===== config.mk =====
export PLATFORM = sky130hd
export DESIGN_NAME = pnq_front
export DESIGN_NICKNAME = d
export VERILOG_FILES = /design/src/sv/pnq_pkg.sv /design/src/sv/pnq_front.sv
export SDC_FILE = /design/constraint.sdc
export NUM_CORES = 1
export LEC_CHECK = 0
export ABC_AREA = 1
export CORE_ASPECT_RATIO = 0.6
export CORE_UTILIZATION = 30
export CTS_CLUSTER_DIAMETER = 150
export DETAILED_ROUTE_END_ITERATION = 12
export DONT_BUFFER_PORTS = 1
export PLACE_DENSITY_LB_ADDON = 0.05
export RECOVER_POWER = 50
export SLEW_MARGIN = 10
export SYNTH_ARGS = -nofsm -noshare
export SYNTH_HDL_FRONTEND = slang
export SYNTH_SLANG_ARGS = --single-unit

===== constraint.sdc =====
create_clock -name clk -period 12.5 [get_ports clk]
set_input_delay 3.125 -clock clk [delete_from_list [all_inputs] [get_ports clk]]
set_output_delay 3.125 -clock clk [all_outputs]
set_load 0.02 [all_outputs]

===== src/sv/pnq_pkg.sv =====
package pnq_pkg;

    typedef enum logic [1:0] {
        CMD_INSERT = 2'd0,
        CMD_READ   = 2'd1,
        CMD_CLEAR  = 2'd2,
        CMD_NONE   = 2'd3
    } cmd_t;

    localparam int KEY_W = 35;
    localparam int PAY_W = 52;
    localparam int ID_W  = 16;

    typedef struct packed {
        cmd_t              cmd;
        logic [KEY_W-1:0]  key;   // {kind, time_stamp}
        logic [15:0]       user;
        logic [19:0]       post;
    } req_t;

    typedef struct packed {
        logic [2:0]      kind;
        logic [31:0]     tstamp;
        logic [ID_W-1:0] id;
        logic [15:0]     user;
        logic [19:0]     post;
        logic            last;
    } rsp_t;

endpackage


===== src/sv/pnq_front.sv =====
module pnq_front (
    input  logic                clk,
    input  logic                rst_n,
    input  logic                in_valid,
    output logic                in_ready,
    input  logic [79:0]         in_data,
    output logic                q_valid,
    input  logic                q_ready,
    output pnq_pkg::req_t       q_req
);
    // two-entry queue holding decoded commands
    pnq_pkg::req_t buf_reg [2];
    logic          wr_ptr_reg, rd_ptr_reg;
    logic [1:0]    cnt_reg;
    pnq_pkg::req_t dec;
    logic          push, pop;

    always_comb
    begin
        dec.cmd  = pnq_pkg::cmd_t'(in_data[1:0]);
        dec.key  = {in_data[4:2], in_data[36:5]};
        dec.user = in_data[52:37];
        dec.post = in_data[72:53];
    end

    assign in_ready = (cnt_reg != 2'd2);
    assign push     = in_valid && in_ready && (dec.cmd != pnq_pkg::CMD_NONE);
    assign q_valid  = (cnt_reg != 2'd0);
    assign pop      = q_valid && q_ready;
    assign q_req    = buf_reg[rd_ptr_reg];

    always_ff @(posedge clk)
    begin
        if (push)
        begin
            buf_reg[wr_ptr_reg] <= dec;
        end
    end

    always_ff @(posedge clk or negedge rst_n)
    begin
        if (!rst_n)
        begin
            wr_ptr_reg <= 1'b0;
            rd_ptr_reg <= 1'b0;
            cnt_reg    <= 2'd0;
        end
        else
        begin
            if (push)
            begin
                wr_ptr_reg <= ~wr_ptr_reg;
            end
            if (pop)
            begin
                rd_ptr_reg <= ~rd_ptr_reg;
            end
            cnt_reg <= cnt_reg + {1'b0, push} - {1'b0, pop};
        end
    end
endmodule


==> results of run 1 <==
## metal layers
| metal | part of all wire [%] | up-vias |
|---|---|---|
| met2 | 41 | 117 |
| met5 | 0 | - |
| met3 | 15 | 8 |
| li1 | - | 1403 |
| met4 | 1.0 | 0 |
| met1 | 43 | 1287 |
## worst max-delay path, stage by stage
cell and delay [ns]:
nand2_1 0.06, nand3_1 0.13, nor2_1 1.94, buf_4 0.78
## final timing paths
kind / endpoint / slack [ns]
max in group asynchronous: rd_ptr_reg / 10.03
hold reg to reg: wr_ptr_reg / 0.48
setup reg to reg: buf_reg[1][44] / 8.52
min in group asynchronous: rd_ptr_reg / 2.40
setup / recovery: buf_reg[1][44] / 6.43
hold / removal: wr_ptr_reg / 0.48
## layout make-up
class,count,area (um2),share of cell area [%]
Clock buffer,19,433,6.84
Timing Repair Buffer,4,30.0,0.474
Tap cell,240,300,4.74
Multi-Input combinational cell,239,921,14.6
Clock inverter,13,124,1.96
Sequential cell,150,4490,70.9
Inverter,9,35.0,0.554
## Yosys cell counts
cell type / count / area, um2
buf_2: 2 / 10.0
buf_6: 6 / 67.6
nand4_1: 1 / 6.26
dfrtp_1: 4 / 100
inv_1: 8 / 30.0
edfxtp_1: 146 / 4380
ha_1: 2 / 25.0
nand2_1: 232 / 871
nor2_1: 1 / 3.75
buf_4: 8 / 60.1
nand3_1: 3 / 15.0
inv_2: 1 / 3.75
## logic make-up after synthesis
kind of cell | share of synthesized area, %
and+or+nand+nor | 16.1
buffers and inverters | 3.07
DFF | 80.4
adders and majority gates | 0.449
## power breakdown
part | switching (mW) | internal, mW
Sequential | 0.0187 | 0.660
Clock | 0.203 | 0.276
Combinational | 0.396 | 0.0674
==> flow_summary.json, run 1 <==
{
  "stdcell_area_um2": 6330,
  "hold_slack_ns": 0.477,
  "dp_hpwl_um": 6730,
  "power.total_mw": 1.62,
  "cts_setup_buffers": 0,
  "yosysUniqueCellTypes": 12,
  "violations": "max-capacitance violations, max-slew violations",
  "layout_min_cycle_time_ns": 6.07,
  "hold_start": "wr_ptr_reg",
  "arrival_ns": 6.11,
  "nNetsFinal": 507,
  "cts_root_buffer": "clkbuf_16",
  "cts_resized": 0,
  "fp.dieH_um": 108,
  "fmax_ghz": 0.165,
  "path_class": "input pin to register",
  "synth-seq-area-share_pct": 80.4,
  "crit_fanout": 45,
  "core-area_um2": 18100,
  "cts_tree": "built",
  "final_layout_size_suffix_gt1_share_pct": 8.29,
  "ios": 159,
  "clock-sinks": 150,
  "power_density_nw_per_um2": 256,
  "cts_made_buffers": 17,
  "synthToLayoutAreaGrowth_pct": 13.5,
  "final_common_cell": "nand2_1",
  "die_w_um": 178,
  "cp.required_ns": 12.55,
  "stdcell_count": 674,
  "fillers": 1702,
  "min_path_type": "register to register",
  "syn_area_um2": 5580,
  "drt-pass1-iter-count": 4,
  "hold_depth": 2,
  "reg2reg_from": "cnt_reg[1]",
  "cp-startpoint": "in_data[0]",
  "synth-seq-cells": 150,
  "clkSlewWorstSetupHoldPaths_ns": 0.06,
  "port_buffers": 0,
  "std_cell_rows": 38,
  "met2_usage_pct": 16.0,
  "fp.dieArea_um2": 19200,
  "cp-end-kind": "register",
  "fin_crit_sh_pct": 48.5,
  "grt.busiest_layer": "met2",
  "avgViaCountPerCell": 4.18,
  "clk_latency_ns": 0.42,
  "postCtsHoldBufs": 0,
  "ys_warn_count": 0,
  "status": "complete, but fails checks",
  "syn_nets": 500,
  "dp.cells": 642,
  "synth_cells": 414,
  "report.final.setup_viol": 0,
  "dr.first_iter.drc_count": 124,
  "avgSynthCellArea_um2": 13.5,
  "grt.met1_usage_pct": 14.5,
  "cp-start-kind": "input pin",
  "grt_use_total_pct": 11.9,
  "rsz0062_at_grt": "false",
  "wl_per_cell_um": 16.5,
  "final_cell_mix": "nand2_1, edfxtp_1, clkbuf_16",
  "ant_nets": 0,
  "reg2reg_depth": 4,
  "pre_cts_ws_ns": 7.21,
  "hold_violations": 0,
  "htreeDepth": 4,
  "use_met3_pct": 8.26,
  "placed_area_um2": 5780,
  "maxCapViolCount": 1,
  "p_leak_nw": 2.41,
  "clock_skew_ns": 0.00846,
  "grt_pass1_vias": 2617,
  "grt_first_pass_wirelength_um": 15900,
  "clk_path_buf_depth": 2,
  "grt_max_degree": 75,
  "ir_drop_v": 0.000123,
  "worstMarginPinSlew_ns": 2.62,
  "final_max_slew_viol_count": 30,
  "gp_congestion": 0.648,
  "utilization_pct": 34.9,
  "antenna_cells": 0,
  "start_util_pct": 30.8,
  "drc": 0,
  "wl_um": 11100,
  "final.setup.tns_ns": 0,
  "grt_overflow": 0,
  "vias": 2815,
  "setup_slack_ns": 6.43,
  "slew-limit-headroom_pct": -75.4,
  "antenna_found_initial": 0,
  "largest_reg_flops": 146
}
(Power assumes the default switching activity.)
==> run 2: changes to the inputs <==
clock period = 5.4 ns   (was 12.5 ns; I/O delays follow)
==> flow_summary.json, run 2 (same netlist as run 1, synthesis figures left out) <==
{
  "clock_skew_ns": 0.0110,
  "port_buffers": 0,
  "cts_tree": "built",
  "clk_path_buf_depth": 2,
  "stdcell_area_um2": 6370,
  "maxCapViolCount": 2,
  "rsz0062_at_grt": "false",
  "nNetsFinal": 507,
  "path_class": "register to primary output",
  "reg2reg_depth": 5,
  "fp.dieArea_um2": 19200,
  "report.final.setup_viol": 0,
  "slew-limit-headroom_pct": -23.7,
  "cts_setup_buffers": 0,
  "wl_um": 11300,
  "grt_use_total_pct": 12.0,
  "drt-pass1-iter-count": 4,
  "antenna_cells": 0,
  "grt_max_degree": 75,
  "cts_made_buffers": 17,
  "fmax_ghz": 0.241,
  "cp-start-kind": "register",
  "final_cell_mix": "nand2_1, edfxtp_1, clkbuf_16",
  "std_cell_rows": 38,
  "final_common_cell": "nand2_1",
  "grt_first_pass_wirelength_um": 16500,
  "largest_reg_flops": 146,
  "avgViaCountPerCell": 4.26,
  "htreeDepth": 4,
  "p_leak_nw": 2.43,
  "cp.required_ns": 4.05,
  "status": "complete, but fails checks",
  "die_w_um": 178,
  "final_max_slew_viol_count": 86,
  "placed_area_um2": 5790,
  "gp_congestion": 0.668,
  "fin_crit_sh_pct": 76.7,
  "start_util_pct": 30.8,
  "final.setup.tns_ns": 0,
  "hold_violations": 0,
  "ios": 159,
  "core-area_um2": 18100,
  "worstMarginPinSlew_ns": 1.84,
  "fp.dieH_um": 108,
  "layout_min_cycle_time_ns": 4.14,
  "endpoint": "q_req[20]",
  "postCtsHoldBufs": 0,
  "grt_pass1_vias": 2788,
  "cts_root_buffer": "clkbuf_16",
  "arrival_ns": 2.79,
  "dp_hpwl_um": 6830,
  "drc": 0,
  "ant_nets": 0,
  "synthToLayoutAreaGrowth_pct": 14.2,
  "violations": "max-capacitance violations, max-slew violations",
  "final_layout_size_suffix_gt1_share_pct": 8.53,
  "timing.rr.end": "buf_reg[0][42]",
  "cp-startpoint": "rd_ptr_reg",
  "clk_latency_ns": 0.40,
  "min_path_type": "register to register",
  "antenna_found_initial": 0,
  "cts_resized": 0,
  "cp-end-kind": "primary output",
  "clkSlewWorstSetupHoldPaths_ns": 0.06,
  "ir_drop_v": 0.000185,
  "vias": 2871,
  "wl_per_cell_um": 16.8,
  "power_density_nw_per_um2": 598,
  "grt_overflow": 0,
  "clock-sinks": 150,
  "crit_fanout": 46,
  "dr.first_iter.drc_count": 114,
  "regToRegSetupSlack_ns": 1.98,
  "reg2reg_from": "cnt_reg[0]"
}
[run 2: cell types whose count changed in the layout (fill, tap and decap cells not counted), sizes merged]
cell      delta
clkinvlp     -1
clkbuf       -1
clkinv       +1
bufinv       +1
[run 2: layout make-up]
cell class              count  area, um2
fillers                  1723      11700
flip-flops and latches    150       4490
multi-input cells         239        928
clock buffers              18        429
well taps                 240        300
clock inverters            14        148
repair buffers              4       42.5
inverters                   9       35.0
[run 2: critical path: stages (launching register included)]
cell and delay (ns):
dfrtp_2 0.40, inv_1 1.13, buf_4 0.52, nand2_1 0.08
nand2_1 0.23
[run 2: worst min path at each step]
| stage | slack, ns | end | from | depth (start not counted) |
|---|---|---|---|---|
| floorplan | 0.44 | wr_ptr_reg | wr_ptr_reg | 2 |
| global placement | 0.45 | wr_ptr_reg | wr_ptr_reg | 2 |
| detailed placement | 0.46 | wr_ptr_reg | wr_ptr_reg | 2 |
| CTS | 0.48 | wr_ptr_reg | wr_ptr_reg | 2 |
| global route | 0.52 | wr_ptr_reg | wr_ptr_reg | 2 |
| finish | 0.48 | wr_ptr_reg | wr_ptr_reg | 2 |
[run 2: report_power, final]
group          internal [mW]  leakage, nW  switching [mW]  total, mW
clock                  0.684        0.271           0.466       1.15
sequential              1.53         1.39          0.0427       1.57
combinational          0.168        0.765           0.919       1.09
total                   2.38         2.43            1.43       3.81
[run 2: layer usage]
layer / global-route usage, % / up-vias / routed length [um]
met4: 3.48 / 0 / 48
met2: 17.2 / 103 / 4850
met3: 8.30 / 7 / 1610
li1: - / 1402 / -
met5: 0 / - / 0
met1: 14.2 / 1359 / 4810
[run 2: per-stage QoR]
step	util, %	hold WS, ns	std cells	total power [mW]	setup slack, ns
after floorplan	-	0.442	414	2.53	0.291
after global placement	32.0	0.454	642	2.71	2.12
after detailed placement	32.0	0.463	642	2.72	2.12
after CTS	35.2	0.478	674	3.88	1.67
after global routing	35.2	0.517	674	4.03	0.964
final	35.2	0.475	674	3.81	1.26
